--- config.mk ---
export PLATFORM = sky130hd
export DESIGN_NAME = cta_store
export DESIGN_NICKNAME = d
export VERILOG_FILES = /design/src/rtl/cta_pkg.sv /design/src/rtl/cta_store.sv
export SDC_FILE = /design/constraint.sdc
export NUM_CORES = 2
export LEC_CHECK = 0
export ABC_AREA = 1
export BUFFER_PORTS_ARGS = -buffer_cell sky130_fd_sc_hd__buf_2
export CAP_MARGIN = 30
export CORE_ASPECT_RATIO = 0.7
export CORE_MARGIN = 4
export CORE_UTILIZATION = 55
export CTS_CLUSTER_SIZE = 20
export DETAILED_ROUTE_END_ITERATION = 12
export GPL_ROUTABILITY_DRIVEN = 1
export PLACE_DENSITY = 0.71
export SLEW_MARGIN = 10
export SYNTH_ARGS = -nofsm -noshare
export SYNTH_HDL_FRONTEND = slang
export SYNTH_SLANG_ARGS = --single-unit
export TNS_END_PERCENT = 1
--- constraint.sdc ---
create_clock -name clk_i -period 4.3 [get_ports clk_i]
set_clock_uncertainty 0.2 [all_clocks]
set_input_delay 0.43 -clock clk_i [delete_from_list [all_inputs] [get_ports clk_i]]
set_output_delay 0.43 -clock clk_i [all_outputs]
set_load 0.03 [all_outputs]
--- src/rtl/cta_pkg.sv ---
// ----------------------------------------------------------------------------
// cta_pkg
// Shared types and constants of the calorimeter tower accumulator.
// ----------------------------------------------------------------------------
package cta_pkg;

  // Field and store widths.
  localparam int unsigned E_W     = 24;
  localparam int unsigned CNT_W   = 16;
  localparam int unsigned BARY_W  = 13;
  localparam int unsigned SLOT    = 32;
  localparam int unsigned NUM_SUB = 3;
  localparam int unsigned DEPTH   = NUM_SUB * SLOT;
  localparam int unsigned ADDR_W  = $clog2(DEPTH);

  // Saturation limits.
  localparam logic [E_W-1:0]    E_MAX    = {E_W{1'b1}};
  localparam logic [CNT_W-1:0]  CNT_MAX  = {CNT_W{1'b1}};
  localparam logic [BARY_W-1:0] BARY_MAX = 13'd7936;

  // Valid subdetector numbers.
  localparam logic [2:0] SUB_FIRST = 3'd3;
  localparam logic [2:0] SUB_LAST  = 3'd5;

  // Default layer counts.
  localparam int unsigned FRONT_LAYERS_DEF = 31;
  localparam int unsigned BACK_LAYERS_DEF  = 13;

  // Serial divider widths: dividend, divisor, quotient.
  localparam int unsigned DIV_NW = 45;
  localparam int unsigned DIV_DW = 25;
  localparam int unsigned DIV_QW = 18;

  typedef enum logic [1:0] {
    OP_ADD_HIT = 2'd0,
    OP_CLEAR   = 2'd1,
    OP_QUERY   = 2'd2
  } op_e;

  typedef struct packed {
    logic [CNT_W-1:0] cnt;
    logic [E_W-1:0]   energy;
  } entry_t;

  typedef struct packed {
    logic              rd_en;
    logic              wr_en;
    logic              clear;
    logic [ADDR_W-1:0] raddr;
    logic [ADDR_W-1:0] waddr;
    entry_t            wdata;
  } store_req_t;

  typedef struct packed {
    logic              start;
    logic [DIV_NW-1:0] dividend;
    logic [DIV_DW-1:0] divisor;
  } div_req_t;

  typedef struct packed {
    logic              done;
    logic              ovf;
    logic [DIV_QW-1:0] quot;
  } div_rsp_t;

endpackage

--- src/rtl/cta_store.sv ---
// ----------------------------------------------------------------------------
// cta_store
// Layer store: energy and hit count per subdetector and layer, registered read.
// ----------------------------------------------------------------------------
module cta_store (
  input  logic                clk_i,
  input  logic                rst_ni,
  input  cta_pkg::store_req_t req_i,
  output cta_pkg::entry_t     rdata_o
);

  cta_pkg::entry_t               mem [cta_pkg::DEPTH];
  logic [cta_pkg::DEPTH-1:0]     vld_q;
  cta_pkg::entry_t               rdata_q;
  logic                          rvld_q;

  // Memory array, no reset.
  always_ff @(posedge clk_i) begin
    if (req_i.wr_en) begin
      mem[req_i.waddr] <= req_i.wdata;
    end
    if (req_i.rd_en) begin
      rdata_q <= mem[req_i.raddr];
    end
  end

  // Entry valid bits: an entry never written since clear reads as zero.
  always_ff @(posedge clk_i or negedge rst_ni) begin
    if (!rst_ni) begin
      vld_q  <= '0;
      rvld_q <= 1'b0;
    end else begin
      if (req_i.clear) begin
        vld_q <= '0;
      end else if (req_i.wr_en) begin
        vld_q[req_i.waddr] <= 1'b1;
      end
      if (req_i.rd_en) begin
        rvld_q <= vld_q[req_i.raddr];
      end
    end
  end

  assign rdata_o = rvld_q ? rdata_q : '0;

endmodule

==> After elaboration in Yosys (flattened, before gate mapping) <==
Memory sizes are Yosys's and may differ from the RTL's. A register that Yosys moved wholly into a read port is not among the register bits.
Cells that the tools add are included.
{ "totals": {"register_bits": 97, "mem_count": 1, "wordCells": 18, "out_inout_bits": 40, "ram_bits": 3840, "in_bits": 59} }
{ "memory_table": {"columns": ["memory", "depth", "word_bits", "read_ports", "rd_ports_with_merged_regs", "wr", "line_no", "source"], "rows": [
  ["mem", 96, 40, 1, 1, 1, "cta_store.sv:12", "cta_pkg::entry_t mem [cta_pkg::DEPTH];"]
]} }
{ "classes": {"n_mux": 9, "bitwise_logic": 1, "n_reduce_logical": 2, "order_cmp": 3} }
{ "ops": {"columns": ["operator", "n"], "rows": [
  ["$mux 96", 2],
  ["$or 96x96->96", 1],
  ["$mux 40", 1],
  ["$lt 7x8->1 const B", 2],
  ["$bmux 1 s7", 1],
  ["$demux 1 s7", 1],
  ["$ge 7x1->1 const B", 1],
  ["$mux 1", 4],
  ["$reduce_bool 2->1", 1],
  ["$logic_and 1x1->1", 1]
]} }

==> Longest topological paths before layout <==
{ "logic_depth": {"word_depth": 7, "depth_mapped": 15, "ltp_nobuf": 11} }

==> Least setup slack after synthesis <==
OpenSTA, ideal clock, no wires.
{ "synth_path": {"path_type": "input-to-reg", "from": "input req_i[41] (netlist bit)", "to": "memory mem[15][0] (netlist bit), enable pin", "slack_ns": 0.896, "t_arrival_ns": 2.765, "cell_stages": 6, "setup_ns": 0.439, "required_ns": 3.661, "path_buffers": 0, "path_cell_list": "inv_1 nor3_1 inv_1 nor2_1 clkinv_1 nor2_1"} }
{ "synth_lines": {"columns": ["element", "line_no", "source"], "rows": [
  ["from (decl)", "cta_store.sv:8", "input cta_pkg::store_req_t req_i,"],
  ["to (decl)", "cta_store.sv:12", null]
]} }
No word-level cell before the write port.

==> out/results.tsv <==
metric	value	unit
run_status	complete, no violations	
grt_antenna_before_repair	15	
power_switching_share	0.224	
die_area	298000	sq um
synth_area_leader_cell	sky130_fd_sc_hd__edfxtp_1	
post_synthesis_mux_area_share	0	
layout_overhead_on_the_synthesized_area	11.4	%
num-fill-cells	21056	
postCtsSetupBuffers	0	
post_synth_xor_area_fraction	0	
period_needed	3.23	ns
num-nets-final	13149	
intPower	61200	uW
fp.coreArea	286000	sq um
multi_input_comb_area	36200	sq um
start_kind	flip-flop	
reg2regPathDepth	10	
hpwl	251000	um
drcViolationCount	0	
avgRoutedWirePerCell	26.7	um
synth_cells	13082	
final_max_slew_viol_count	0	
synth_area_leaders	sky130_fd_sc_hd__edfxtp_1 (73%), sky130_fd_sc_hd__nand2_1 (8.3%), sky130_fd_sc_hd__nand3_1 (6.6%)	
timing.final.hold_violations	0	
switching_power	17700	uW
reg2reg_from	mem[15][11]$_DFFE_PP_	
synth-async-reset-ratio	0.0244	
detailedRoute.firstPassIterationCount	6	
total_nets_after_synthesis	13141	
ctsResizeCount	0	
worst_setup_ep_type	primary output	
start_util	0.555	
peakVddDrop	0.384	mV
cell_type_group_with_the_largest_total_delay_on_the_critical_path	buffers and inverters	
first_pass_grt_wire_length	671000	um
setup.reg_to_reg.worst_slack	1.82	ns
post-synth-top-area-fraction	0.733	
simple_gate_area_share_of_the_yosys_netlist	0.174	
clockPowerShare	0.393	
clock_tree.buffer_depth	4	
synth_compound_area_frac	0.0495	
synthesis.yosys.warnings	0	
synth-adder-area-share	0	
insertion_delay	0.90	ns
setup.worst_path.class	reg -> out	
hp-class	in -> reg	
worst-path-buf-inv	3	
maxCapViolCount	0	
timing.critical_path.cells	buf_4 -> nand2_1 -> inv_1 -> buf_2	
cp_data_arrival_time	2.60	ns
hold_path_startpoint	req_i[5]	
htreeDepth	5	
synth_most_common_cell	sky130_fd_sc_hd__edfxtp_1	
synth_top_family_by_area	simple AND/OR/NAND/NOR gates	
post_drt_via_cell_ratio	6.29	
critical_path.max_fanout	41	
slew_hr	0.311	
io_buffer_count	98	
comb_power_share	0.064	
tightest_slew	1.03	ns
clock-root-buffer	sky130_fd_sc_hd__clkbuf_16	
crit_path_top_delay_cell	sky130_fd_sc_hd__buf_4	
syn-mean-instance-area	12.2	sq um
gp_congestion	0.866	
ant_nets	0	
whs_path_depth	1	
grt_max_degree	193	
finalSetupViolCount	0	
power.static_leakage	0.0617	uW
synth_ff_type	sky130_fd_sc_hd__edfxtp_1	
synth_commonest_cells	sky130_fd_sc_hd__edfxtp_1 (3880), sky130_fd_sc_hd__nand2_1 (3520), sky130_fd_sc_hd__nand3_1 (2097), sky130_fd_sc_hd__nor2_1 (1029), sky130_fd_sc_hd__o21ai_0 (806)	
die_width	651	um
num_rows	164	
cp_max_stage_delay	0.52	ns
drive_above_1_share	0.0808	
grt_setup_unrepaired	false	
ratio_of_final_minimum_period_to_clock_period	0.751	
setup_tns	0	ns
worstReg2RegEnd	rdata_q[11]$_DFFE_PP_	
grt_remaining_overflow	0	
sequential_to_total_area_share_from_yosys_stat	0.748	
io_pins	99	
timing.critical_path.required	3.67	ns
route.final.wire_length	458000	um
worst_hold_path.endpoint	mem[27][5]$_DFFE_PP_	
mappedNetlistArea	159000	sq um
vias_in_the_first_global_route	102624	
initialDrtViolationCount	18003	
clk_pin_slew_worst_paths	0.07	ns
dieHeight	458	um
report.power.total	78800	uW
global_route.usage.total	0.300	
seq_power_share	0.543	
post_cts_hold_buffer_count	36	
seqCellArea	119000	sq um
synth_edf_count	3880	
numClockSinks	3977	
ys_types	20	
route.vias.total	108111	
max_freq	0.310	GHz
cts_tree	yes	
p_per_area	445	nW/um^2
cts_inserted_buffers	350	
synth_seq_cells	3977	
## worst max-delay path by stage
stage / startpoint / to / slack (ns) / cells after the start
floorplan: req_i[41] / mem[15][0]$_DFFE_PP_ / 0.90 / 6
global route: rvld_q$_DFFE_PN0P_ / rdata_o[24] / 1.06 / 4
CTS: rvld_q$_DFFE_PN0P_ / rdata_o[4] / 1.10 / 4
detailed placement: req_i[47] / rdata_q[13]$_DFFE_PP_ / 0.61 / 12
global placement: req_i[47] / rdata_q[13]$_DFFE_PP_ / 0.60 / 12
finish: rvld_q$_DFFE_PN0P_ / rdata_o[29] / 1.07 / 4
## layout make-up
class,instances,area share
antenna,7,0.0000989
clock buffer,445,0.0533
clock inverter,180,0.00905
inverter,132,0.00299
multi-input combinational,8094,0.204
sequential,3977,0.671
tap,3818,0.0270
timing repair buffer,535,0.0319
## flip-flops by register name (all words and copies together) (netlist names)
name and count:
vld_q 96, rvld_q 1, mem 3840, rdata_q 40
## logic make-up after synthesis
group                  count (synthesis)
AO/OA/AOI/OAI                       1439
buffers and inverters               1011
flip-flops                          3977
AND/OR/NAND/NOR                     6655
## layout by cell type (no fill, tap or decap), types with 28 or more instances in the layout
| cell | count |
|---|---|
| sky130_fd_sc_hd__a21oi_1 | 217 |
| sky130_fd_sc_hd__buf_12 | 122 |
| sky130_fd_sc_hd__buf_2 | 74 |
| sky130_fd_sc_hd__buf_4 | 285 |
| sky130_fd_sc_hd__bufinv_16 | 28 |
| sky130_fd_sc_hd__clkbuf_1 | 73 |
| sky130_fd_sc_hd__clkbuf_16 | 359 |
| sky130_fd_sc_hd__clkinv_1 | 73 |
| sky130_fd_sc_hd__clkinv_2 | 64 |
| sky130_fd_sc_hd__dfrtp_1 | 97 |
| sky130_fd_sc_hd__dlygate4sd3_1 | 42 |
| sky130_fd_sc_hd__edfxtp_1 | 3880 |
| sky130_fd_sc_hd__inv_1 | 120 |
| sky130_fd_sc_hd__nand2_1 | 3520 |
| sky130_fd_sc_hd__nand3_1 | 2097 |
| sky130_fd_sc_hd__nor2_1 | 933 |
| sky130_fd_sc_hd__nor2_4 | 96 |
| sky130_fd_sc_hd__o211ai_1 | 83 |
| sky130_fd_sc_hd__o21ai_0 | 806 |
| sky130_fd_sc_hd__o22ai_1 | 289 |
## per-stage QoR
stage	setup WS, ns	std cells	cell area, sq um	hold WS (ns)	utilization
after detailed placement	0.609	16505	165000	0.160	0.578
final	1.07	17188	177000	0.0692	0.618
after global placement	0.601	16498	165000	0.162	0.577
after global routing	1.06	17188	177000	0.0713	0.618
after floorplan	0.896	13082	159000	-0.0656	-
after CTS	1.10	17166	177000	0.0202	0.617
## metal layers
metal | share of wire | wire length, um | global-route usage
met5 | 0.000065 | 30 | 0
met4 | 0.042 | 19300 | 0.113
met3 | 0.14 | 62100 | 0.0574
met2 | 0.44 | 202000 | 0.448
met1 | 0.38 | 175000 | 0.442
## power by group through the flow
stage	registers, uW	logic [uW]	clock network [uW]
floorplan	43600	2680	0
global route	42800	5370	32900
finish	42800	5030	31000
detailed placement	43600	4840	0
global placement	43600	4710	0
CTS	42800	4900	31200
(Power assumes the default switching activity.)
