==> src/rtl/cta_pkg.sv <==
// ----------------------------------------------------------------------------
// cta_pkg
// Shared types and constants of the calorimeter tower accumulator.
// ----------------------------------------------------------------------------
package cta_pkg;

  // Field and store widths.
  localparam int unsigned E_W     = 24;
  localparam int unsigned CNT_W   = 16;
  localparam int unsigned BARY_W  = 13;
  localparam int unsigned SLOT    = 32;
  localparam int unsigned NUM_SUB = 3;
  localparam int unsigned DEPTH   = NUM_SUB * SLOT;
  localparam int unsigned ADDR_W  = $clog2(DEPTH);

  // Saturation limits.
  localparam logic [E_W-1:0]    E_MAX    = {E_W{1'b1}};
  localparam logic [CNT_W-1:0]  CNT_MAX  = {CNT_W{1'b1}};
  localparam logic [BARY_W-1:0] BARY_MAX = 13'd7936;

  // Valid subdetector numbers.
  localparam logic [2:0] SUB_FIRST = 3'd3;
  localparam logic [2:0] SUB_LAST  = 3'd5;

  // Default layer counts.
  localparam int unsigned FRONT_LAYERS_DEF = 31;
  localparam int unsigned BACK_LAYERS_DEF  = 13;

  // Serial divider widths: dividend, divisor, quotient.
  localparam int unsigned DIV_NW = 45;
  localparam int unsigned DIV_DW = 25;
  localparam int unsigned DIV_QW = 18;

  typedef enum logic [1:0] {
    OP_ADD_HIT = 2'd0,
    OP_CLEAR   = 2'd1,
    OP_QUERY   = 2'd2
  } op_e;

  typedef struct packed {
    logic [CNT_W-1:0] cnt;
    logic [E_W-1:0]   energy;
  } entry_t;

  typedef struct packed {
    logic              rd_en;
    logic              wr_en;
    logic              clear;
    logic [ADDR_W-1:0] raddr;
    logic [ADDR_W-1:0] waddr;
    entry_t            wdata;
  } store_req_t;

  typedef struct packed {
    logic              start;
    logic [DIV_NW-1:0] dividend;
    logic [DIV_DW-1:0] divisor;
  } div_req_t;

  typedef struct packed {
    logic              done;
    logic              ovf;
    logic [DIV_QW-1:0] quot;
  } div_rsp_t;

endpackage

==> src/rtl/cta_div.sv <==
// ----------------------------------------------------------------------------
// cta_div
// Restoring divider, one quotient bit per cycle, with an overflow flag.
// ----------------------------------------------------------------------------
module cta_div (
  input  logic              clk_i,
  input  logic              rst_ni,
  input  cta_pkg::div_req_t req_i,
  output cta_pkg::div_rsp_t rsp_o
);

  localparam int unsigned QW = cta_pkg::DIV_QW;
  localparam int unsigned NW = cta_pkg::DIV_NW;
  localparam int unsigned CW = $clog2(QW + 1);

  logic [NW-1:0] rem_q, dsh_q, rem_sub;
  logic [QW-1:0] quo_q;
  logic [CW-1:0] cnt_q;
  logic          busy_q, done_q, ovf_q, ge;

  // One compare and subtract per cycle.
  always_comb begin
    ge      = rem_q >= dsh_q;
    rem_sub = rem_q - dsh_q;
  end

  // Datapath registers.
  always_ff @(posedge clk_i) begin
    if (req_i.start) begin
      rem_q <= req_i.dividend;
      dsh_q <= NW'(req_i.divisor) << (QW - 1);
      quo_q <= '0;
      ovf_q <= req_i.dividend >= (NW'(req_i.divisor) << QW);
    end else if (busy_q) begin
      if (ge) begin
        rem_q <= rem_sub;
      end
      quo_q <= {quo_q[QW-2:0], ge};
      dsh_q <= dsh_q >> 1;
    end
  end

  // Iteration control.
  always_ff @(posedge clk_i or negedge rst_ni) begin
    if (!rst_ni) begin
      cnt_q  <= '0;
      busy_q <= 1'b0;
      done_q <= 1'b0;
    end else begin
      done_q <= 1'b0;
      if (req_i.start) begin
        cnt_q  <= CW'(QW);
        busy_q <= 1'b1;
      end else if (busy_q) begin
        cnt_q <= cnt_q - 1'b1;
        if (cnt_q == CW'(1)) begin
          busy_q <= 1'b0;
          done_q <= 1'b1;
        end
      end
    end
  end

  assign rsp_o.done = done_q;
  assign rsp_o.ovf  = ovf_q;
  assign rsp_o.quot = quo_q;

`ifndef NO_ASSERTIONS
  a_start_busy: assert property (@(posedge clk_i) disable iff (!rst_ni)
    req_i.start |=> busy_q) else $error("divider did not start");
  a_done_idle: assert property (@(posedge clk_i) disable iff (!rst_ni)
    done_q |-> !busy_q) else $error("divider done while busy");
  a_busy_cnt: assert property (@(posedge clk_i) disable iff (!rst_ni)
    busy_q |-> cnt_q != '0) else $error("divider count ran out while busy");
`endif

endmodule

==> config.mk <==
export PLATFORM = sky130hd
export DESIGN_NAME = cta_div
export DESIGN_NICKNAME = d
export VERILOG_FILES = /design/src/rtl/cta_pkg.sv /design/src/rtl/cta_div.sv
export SDC_FILE = /design/constraint.sdc
export NUM_CORES = 1
export LEC_CHECK = 0
export ABC_AREA = 1
export BUFFER_PORTS_ARGS = -buffer_cell sky130_fd_sc_hd__buf_2
export CAP_MARGIN = 10
export CORE_ASPECT_RATIO = 1.25
export CORE_UTILIZATION = 25
export CTS_BUF_LIST = sky130_fd_sc_hd__clkbuf_8
export DETAILED_ROUTE_END_ITERATION = 7
export SETUP_SLACK_MARGIN = 0.2
export SLEW_MARGIN = 20
export SYNTH_ARGS = -nofsm -noshare
export SYNTH_HDL_FRONTEND = slang
export SYNTH_SLANG_ARGS = --single-unit
==> constraint.sdc <==
create_clock -name clk_i -period 3.37 [get_ports clk_i]
set_clock_uncertainty 0.15 [all_clocks]
set_input_delay 0.5055 -clock clk_i [delete_from_list [all_inputs] [get_ports clk_i]]
set_output_delay 0.5055 -clock clk_i [all_outputs]
set_load 0.02 [all_outputs]
=== Word-level counts from Yosys, hierarchy flattened ===
Index checks and enable logic that the tools add are counted.

* Muxes and demuxes: 13
* Magnitude comparators: 2
* Add/sub/neg operators: 2
* Reduce and logical (&&, ||, !) cells: 3
* Equality and inequality tests: 1

{| class="wikitable"
|+ Operator list
! cell !! count
|-
| 45-bit 2-to-1 mux || 3
|-
| 42-bit 2-to-1 mux || 2
|-
| 45-bit by 42-bit greater-or-equal comparator with 1-bit output || 1
|-
| 45-bit by 43-bit greater-or-equal comparator with 1-bit output || 1
|-
| 45-bit by 42-bit subtractor with 45-bit output || 1
|-
| 5-bit 2-to-1 mux || 2
|-
| 1-bit 2-to-1 mux || 6
|-
| 5-bit by 1-bit == test with 1-bit output (second input constant) || 1
|-
| 5-bit by 1-bit subtractor with 5-bit output (second input constant) || 1
|-
| 2-bit nonzero test || 2
|-
| 2-bit AND reduction || 1
|}

* Bits in registers: 113

=== Depth between registers and ports, before layout ===
Gate-level depths: netlist of run 1.

* Word-level depth: 4
* Mapped depth: 15
* Depth with buffers taken out: 15

=== Worst setup path after synthesis of run 1 ===
OpenSTA, ideal clock, no wires.

* Path type: register to register
* From: reg rem_q[41]
* To: reg rem_q[0] (enable)
* Period minus slack after synthesis: 2.998 ns
* Slack: 0.372 ns
* Cell stages (with the launch flop): 11
* Library setup time: 0.403 ns
* Arrival: 2.445 ns
* Path through: edfxtp_1 > ha_1 > inv_1 > nor2_2 > nand2_1 > nor3_1 > and2_1 > nand3_1 > nand4_1 > nand2_1 > nand2_1

* Word-level cells in the longest chain between the ends: 3

{| class="wikitable"
|+ RTL lines
! element !! RTL line !! text
|-
| start: declaration || cta_div.sv:16 || <nowiki>logic [NW-1:0] rem_q, dsh_q, rem_sub;</nowiki>
|-
| start signal: assignment || cta_div.sv:30 || <nowiki>rem_q <= req_i.dividend;</nowiki>
|-
| start signal: assignment || cta_div.sv:36 || <nowiki>rem_q <= rem_sub;</nowiki>
|-
| 45-bit by 42-bit greater-or-equal comparator with 1-bit output || cta_div.sv:23 || <nowiki>ge = rem_q >= dsh_q;</nowiki>
|-
| 2-bit nonzero test (no source line) || n/a ||
|-
| 2-bit AND reduction (no source line) || n/a ||
|}

No other way between the ends.
A chain may end at the register's enable or synchronous reset.

=== Worst setup path after layout of run 1 ===
* From: reg rem_q[2]
* To: reg rem_q[23] (enable)

The elaborated chain is that of the path after synthesis.

==> results of run 1 <==
-- cell usage after synthesis, types with 5 or more instances --
cell type,instances,area share [%]
a21oi_1,44,2.5
buf_2,6,0.34
clkbuf_1,15,0.63
dfrtp_1,7,2.0
dfxtp_1,35,7.8
edfxtp_1,71,24
ha_1,69,9.6
inv_1,282,12
inv_2,9,0.38
nand2_1,422,18
nand2_2,20,1.4
nand3_1,72,4.0
nand3_2,8,0.90
nand4_1,17,1.2
nor2_1,66,2.8
nor2_2,22,1.5
nor2_4,10,1.3
nor3_1,11,0.62
o21ai_0,31,1.7
o21ai_1,5,0.28
o22ai_1,56,3.9
xnor2_1,9,0.88
-- cells in the final DEF, fill, tap and decap left out, types with 2 or more instances in the layout --
cell type | synthesis | final
a211oi_1 | 2 | 2
a21oi_1 | 44 | 44
a21oi_2 | 2 | 2
and2_1 | 2 | 2
buf_2 | 6 | 92
buf_4 | 3 | 9
bufinv_16 | 0 | 2
clkbuf_8 | 0 | 17
clkinv_2 | 0 | 3
clkinv_4 | 0 | 4
dfrtp_1 | 7 | 7
dfxtp_1 | 35 | 35
edfxtp_1 | 71 | 71
ha_1 | 69 | 69
inv_1 | 282 | 282
inv_2 | 9 | 10
inv_4 | 0 | 3
inv_6 | 0 | 3
nand2_1 | 422 | 421
nand2_2 | 20 | 21
nand3_1 | 72 | 72
nand3_2 | 8 | 8
nand3b_1 | 4 | 4
nand4_1 | 17 | 17
nor2_1 | 66 | 66
nor2_2 | 22 | 22
nor2_4 | 10 | 10
nor3_1 | 11 | 11
nor4_1 | 3 | 3
o21ai_0 | 31 | 31
o21ai_1 | 5 | 5
o21bai_1 | 4 | 4
o22ai_1 | 56 | 56
or2_1 | 3 | 3
or2_2 | 3 | 3
xnor2_1 | 9 | 9
xor2_1 | 3 | 3
-- sequential cells by signal, indices dropped and copies added (netlist names) --
register and count:
rem_q 45, dsh_q 42, quo_q 18, cnt_q 5
busy_q 1, done_q 1, ovf_q 1
-- routing by layer --
layer / global-route usage [%] / part of all wire, % / up-vias
met5: 0 / 0 / -
met4: 7.143 / 3.4 / 0
met3: 2.473 / 3.3 / 34
met2: 29.18 / 52 / 144
met1: 17.87 / 42 / 3844
li1: - / - / 4365
-- final timing paths --
| path | startpoint | end | slack, ns | cells past startpoint |
|---|---|---|---|---|
| min | req_i[55] | rem_q[30] | 0.17 | 3 |
| min in group asynchronous | rst_ni | done_q | 0.26 | 2 |
| max | rem_q[2] | rem_q[23] | 0.51 | 14 |
| max reg2reg | rem_q[2] | rem_q[23] | 0.51 | 14 |
| min reg2reg | quo_q[17] | quo_q[17] | 0.32 | 2 |
| max in group asynchronous | rst_ni | busy_q | 2.66 | 2 |
-- cell type report --
| class | count | area, µm² |
|---|---|---|
| clock buffer | 17 | 234.0 |
| clock inverter | 15 | 155.1 |
| fill | 3960 | 24970 |
| inverter | 292 | 1096 |
| multi-input combinational | 892 | 4737 |
| sequential | 113 | 3008 |
| tap | 474 | 593.1 |
| timing repair buffer | 104 | 569.3 |
-- timing repair --
item / CTS / global route
gates resized for setup: 0 / 1
hold buffers: 1 / 0
endpoints found under the hold margin: 7 / 0
buffers inserted: 0 / 0
endpoints found under the setup margin: 0 / 45
-- cells by family after synthesis --
group                      synth area share [%]
DFF                                       33.62
adders and majority gates                 9.873
AOI/OAI and AO/OA                         9.369
xor gates and xnor gates                  1.175
and+or+nand+nor                           32.50
buffers and inverters                     13.47
-- where the power goes --
part	switching, µW	leakage, µW	internal (µW)
Sequential	115	0.00113	1890
Clock	656	0.000206	663
Combinational	3140	0.00400	1540
Total	3910	0.00533	4090
-- worst min-delay path, cell delays in order --
cell and delay (ns):
buf_2 0.09, nand2_1 0.04, nand2_1 0.05
-- stage by stage --
stage          std cells  instance area (µm²)
2_1_floorplan       1321                 8947
3_3_place_gp        1874                 9990
3_5_place_dp        1874                 9990
4_1_cts             1907                10390
5_1_grt             1907                10390
6_report            1907                10390
==> impl_metrics.toml, run 1 <==
[detailed_routing]
drt_iter0_drc = 447
wl_per_cell_um = 14.53
drc = 0
post_drt_via_cell_ratio = 4.398
routed_wl_um = 27720
dr.pass1.iters = 5
ant_nets = 0
vias = 8387

[sta]
tightest_slew_ns = 0.6562
slew_headroom_pct = 55.92
finalCritPeriodShare_pct = 84.82
hold_ws_ns = 0.1696
setup_violations = 0
setup_ws_ns = 0.5116
finalMaxSlewViolations = 0
tns_ns = 0
final_hold_viol_count = 0
max_freq_mhz = 349.8
rsz0062_at_grt = "no"
min_period_ns = 2.858

[power]
power_uw = 8006
vdd_drop_max_uv = 275.7
p_leak_uw = 0.005335
power_density_nw_per_um2 = 770.4

[setup_path]
crit_family = "simple AND/OR/NAND/NOR gates"
worstPathRequired_ns = 3.32
worst_path_max_delay_cell = "buf_6"
crit_type = "flip-flop to flip-flop"
critPathArrivalTime_ns = 2.81
critical_path_peak_fanout = 45
critPathBufInv = 2
worstPathCellList = "ha_1 -> nand2_1 -> nand2_1 -> inv_1 -> nand2_2 -> nand2_1 -> nand2_1 -> nand2_1 -> nand2_1 -> nand3_1 -> nand4_1 -> nand2_1 -> nand2_2 -> buf_6"
startpoint_type = "flip-flop"
endpoint_kind = "flip-flop"
cp_common_cell = "nand2_1"
max_stage_delay_ns = 0.41

[placed_design]
dp_hpwl_um = 22790
portBuffers = 92
gp_congestion = 0.9178
place_worst_setup_slack_ns = 0.3465

[cells_and_area]
fin_util_pct = 29.39
nNetsFinal = 1563
n_antenna_cell = 0
syn_to_final_growth_pct = 16.15
layout-drive-gt1-share_pct = 14.72

[clock_tree]
cts_buffer_depth = 2
path_clk_slew_ns = 0.08
htree_levels = 4
clk_latency_ns = 0.47
clock_sinks = 113
root_buffer = "clkbuf_8"
cts_tree = "built"
cts_buffers = 17

[yosys]
syn_inst = 1321
synth_cell_types = 37
synth-seq-cells = 113
synth-edff-count = 71
syn-cell-area_um2 = 8947
async_flop_share_pct = 6.195
ys_seq_area_share_pct = 33.62
synth.avg_cell_area_um2 = 6.773
ys.warnings.count = 0
syn-num-nets = 1464
synth-main-ff-cell = "edfxtp_1"

[die]
rows = 77
initial_utilization_pct = 25.31
dieArea_um2 = 36560
coreArea_um2 = 35360
die_x_um = 171.2
ios = 93
die_y_um = 213.5

[flow_run]
drv_cap = 0

[global_route]
grt_pass1_wl_um = 44060
antenna_found_initial = 0
overflow = 0
track_usage_pct = 15.86
grt_max_degree = 48
grt_pass1_vias = 8403

[hold_path]
hold_class = "primary input to flip-flop"

[run_status]
status = "finished, final reports clean"
Power figures use the tool's default switching activity.
==> run 2: changes to the inputs <==
Settings changed: ABC_AREA 1 to 0.
Clock period 3.37 ns to 2.8 ns, I/O delays scaled along.
==> run 2 against run 1 <==
Net effect:
- critical path depth down 2
- clock power rose by 32%
- utilization up 6.0 points
- the run now ends with setup timing left
- critical path type unchanged
- via count down 8.3%
- first-iteration DRC count up 30%
==> impl_metrics.toml, run 2 <==
[power]
intPower_uw = 6521
clock_power_share_pct = 15.7
power_frac_comb_pct = 61.9
swShare_pct = 41.20
vdd_drop_max_uv = 382.4
power.switching_uw = 4569
power_density_nw_per_um2 = 985.2
seqPwrFrac_pct = 22.4
power_uw = 11090
p_leak_uw = 0.005068

[cells_and_area]
nNetsFinal = 1297
syn_to_final_growth_pct = 39.79
largest_registers = "rem_q x45, dsh_q x42, quo_q x18"
final_common_cell = "buf_4"
n_antenna_cell = 0
design_area_um2 = 11260
fin_util_pct = 35.42
largest_reg_flops = 45
seq_area_um2 = 3014
multi_input_area_um2 = 5190
largest_register = "rem_q"
fill_cells = 3246
most-common-layout-cells = "127 x buf_4, 117 x nand2_1, 91 x buf_2, 83 x nor2_1, 79 x inv_1"
layout-drive-gt1-share_pct = 31.71

[clock_tree]
cts_buffers = 17
htree_levels = 4
clock_sinks = 113
cts_buffer_depth = 2
path_clk_slew_ns = 0.08
cts_tree = "built"
root_buffer = "clkbuf_8"
clk_latency_ns = 0.46

[setup_path]
r2r-end = "rem_q[16]"
worstPathRequired_ns = 2.83
r2r_cells = 12
startpoint = "rem_q[5]"
crit_type = "flip-flop to flip-flop"
endpoint_kind = "flip-flop"
critical_path_peak_fanout = 6
startpoint_type = "flip-flop"
r2r-start = "rem_q[5]"
critPathArrivalTime_ns = 3.02
cp-endpoint = "rem_q[16]"
regToRegSetupSlack_ns = -0.19

[yosys]
synth-edff-count = 71
synth-seq-cells = 113
synth-main-ff-cell = "edfxtp_1"
ys_seq_area_share_pct = 37.35
yosysTopAreaCell = "edfxtp_1"
synth-compound-area-share_pct = 20.01
yosys.area_share.simple_pct = 17.37
synth_top_family_by_area = "compound AO/OA/AOI/OAI gates"
syn_inst = 940
synth-xor-area-share_pct = 3.589
ys_top_cells_by_count = "122 x nand2_1, 86 x nor2_1, 79 x inv_1"
syn-cell-area_um2 = 8053
synth_area_leaders = "edfxtp_1 26%, ha_1 11%, dfxtp_1 8.7%, nand2_1 5.7%, mux2i_1 4.5%"
synth_cell_types = 63
synth.avg_cell_area_um2 = 8.567
syn-num-nets = 1083
synth.most_common_cell = "nand2_1"
synth_mux_area_share_pct = 4.475
async_flop_share_pct = 6.195
ys.warnings.count = 0
synthAdderAreaFrac_pct = 10.97
synth_top_area_share_pct = 26.48

[detailed_routing]
ant_nets = 0
drt_iter0_drc = 583
routed_wl_um = 25320
vias = 7692
dr.pass1.iters = 7
wl_per_cell_um = 16.03
drc = 0
post_drt_via_cell_ratio = 4.871

[die]
coreArea_um2 = 31790
die_x_um = 162.5
ios = 93
rows = 73
initial_utilization_pct = 25.33
die_y_um = 202.7
dieArea_um2 = 32940

[sta]
slew_headroom_pct = 48.36
tightest_slew_ns = 0.7746
setup_violations = 60
min_period_ns = 2.991
hold_ws_ns = 0.08993
rsz0062_at_grt = "yes"
finalCritPeriodShare_pct = 106.8
setup_ws_ns = -0.1909
max_freq_mhz = 334.3
finalMaxSlewViolations = 0
final_hold_viol_count = 0

[global_route]
track_usage_pct = 15.13
grt_pass1_wl_um = 38700
grt_max_degree = 176
antenna_found_initial = 0
grt_pass1_vias = 7657
overflow = 0

[placed_design]
gp_congestion = 0.8809
place_area_um2 = 9859
portBuffers = 92
place_worst_setup_slack_ns = -0.1832
dp_hpwl_um = 18550

[run_status]
violations = "setup timing"
status = "complete, but fails checks"

[hold_path]
hold_class = "primary input to flip-flop"

[flow_run]
drv_cap = 0
[run 2: cell count changes in the layout (fill, tap and decap cells not counted), sizes merged, moves of 12 or more]
cell   before  now
a21o        0   17
o31ai       0   31
buf       103  240
nand2     442  122
o22ai      56    0
nor2       98   86
o21ai      36   69
nand3      80   12
mux2i       0   36
a21oi      46   59
inv       298   85
xor2        3   15
[run 2: power groups by stage]
stage               sequential, µW  combinational (µW)  clock, µW
global route                  2520                7420       1850
detailed placement            2500                5430          0
floorplan                     2460                3560          0
global placement              2490                5370          0
finish                        2490                6860       1740
CTS                           2480                6330       1790
[run 2: how the worst min path moves through the flow]
stage,start,to,slack [ns],cells past startpoint
2_1_floorplan,rst_ni,busy_q,-0.03,0
3_3_place_gp,rst_ni,cnt_q[1],0.11,1
3_5_place_dp,rst_ni,done_q,0.11,1
4_1_cts,req_i[17],dsh_q[34],0.06,3
5_1_grt,req_i[18],dsh_q[35],0.07,3
6_report,req_i[17],dsh_q[34],0.09,3
[run 2: logic make-up (layout without fill, tap and decap cells)]
family,Yosys count,count (layout)
buffers and inverters,131,358
multiplexers,36,36
XOR/XNOR,33,33
adder cells (fa/ha/maj),70,70
AO/OA/AOI/OAI,247,247
AND/OR/NAND/NOR,310,310
flip-flops,113,113
[run 2: worst max-delay path, stage by stage (launching register included)]
cell and delay (ns):
edfxtp_1 0.42, ha_4 0.29, o21a_1 0.14, o21ai_2 0.06
or3_4 0.34, o211ai_1 0.19, buf_4 0.17, a2bb2oi_4 0.17
o21ba_4 0.17, a21oi_4 0.06, o21ai_4 0.18, buf_8 0.19
clkbuf_16 0.17
[run 2: per-stage QoR]
| step | instances | TNS [ns] |
|---|---|---|
| 3_3_place_gp | 1509 | -4.397 |
| 5_1_grt | 1579 | -13.52 |
| 6_report | 1579 | -7.915 |
| 4_1_cts | 1561 | -6.900 |
| 2_1_floorplan | 940 | -21.66 |
| 3_5_place_dp | 1509 | -8.455 |
[run 2: area by class of cell]
class | count | area share (%)
Tap cell | 412 | 4.579
Clock buffer | 18 | 2.201
Clock inverter | 14 | 1.645
Inverter | 81 | 2.701
Timing Repair Buffer | 245 | 15.99
Sequential cell | 113 | 26.78
Multi-Input combinational cell | 696 | 46.10
[run 2: repair_timing]
item                                   CTS  global route
cloned                                   0             5
setup endpoints to repair               75            80
hold buffers                             1             0
setup buffers                           19            13
pin swaps                               44            37
gates resized for setup                 84            36
endpoints found under the hold margin    7             0
[run 2: per-layer routing]
metal  part of all wire [%]  routed length, µm  GRT usage [%]
met5                      0                  0              0
met4                    4.3               1096          8.592
met3                    3.9                976          2.778
met2                     50              12660          25.66
met1                     42              10590          17.78
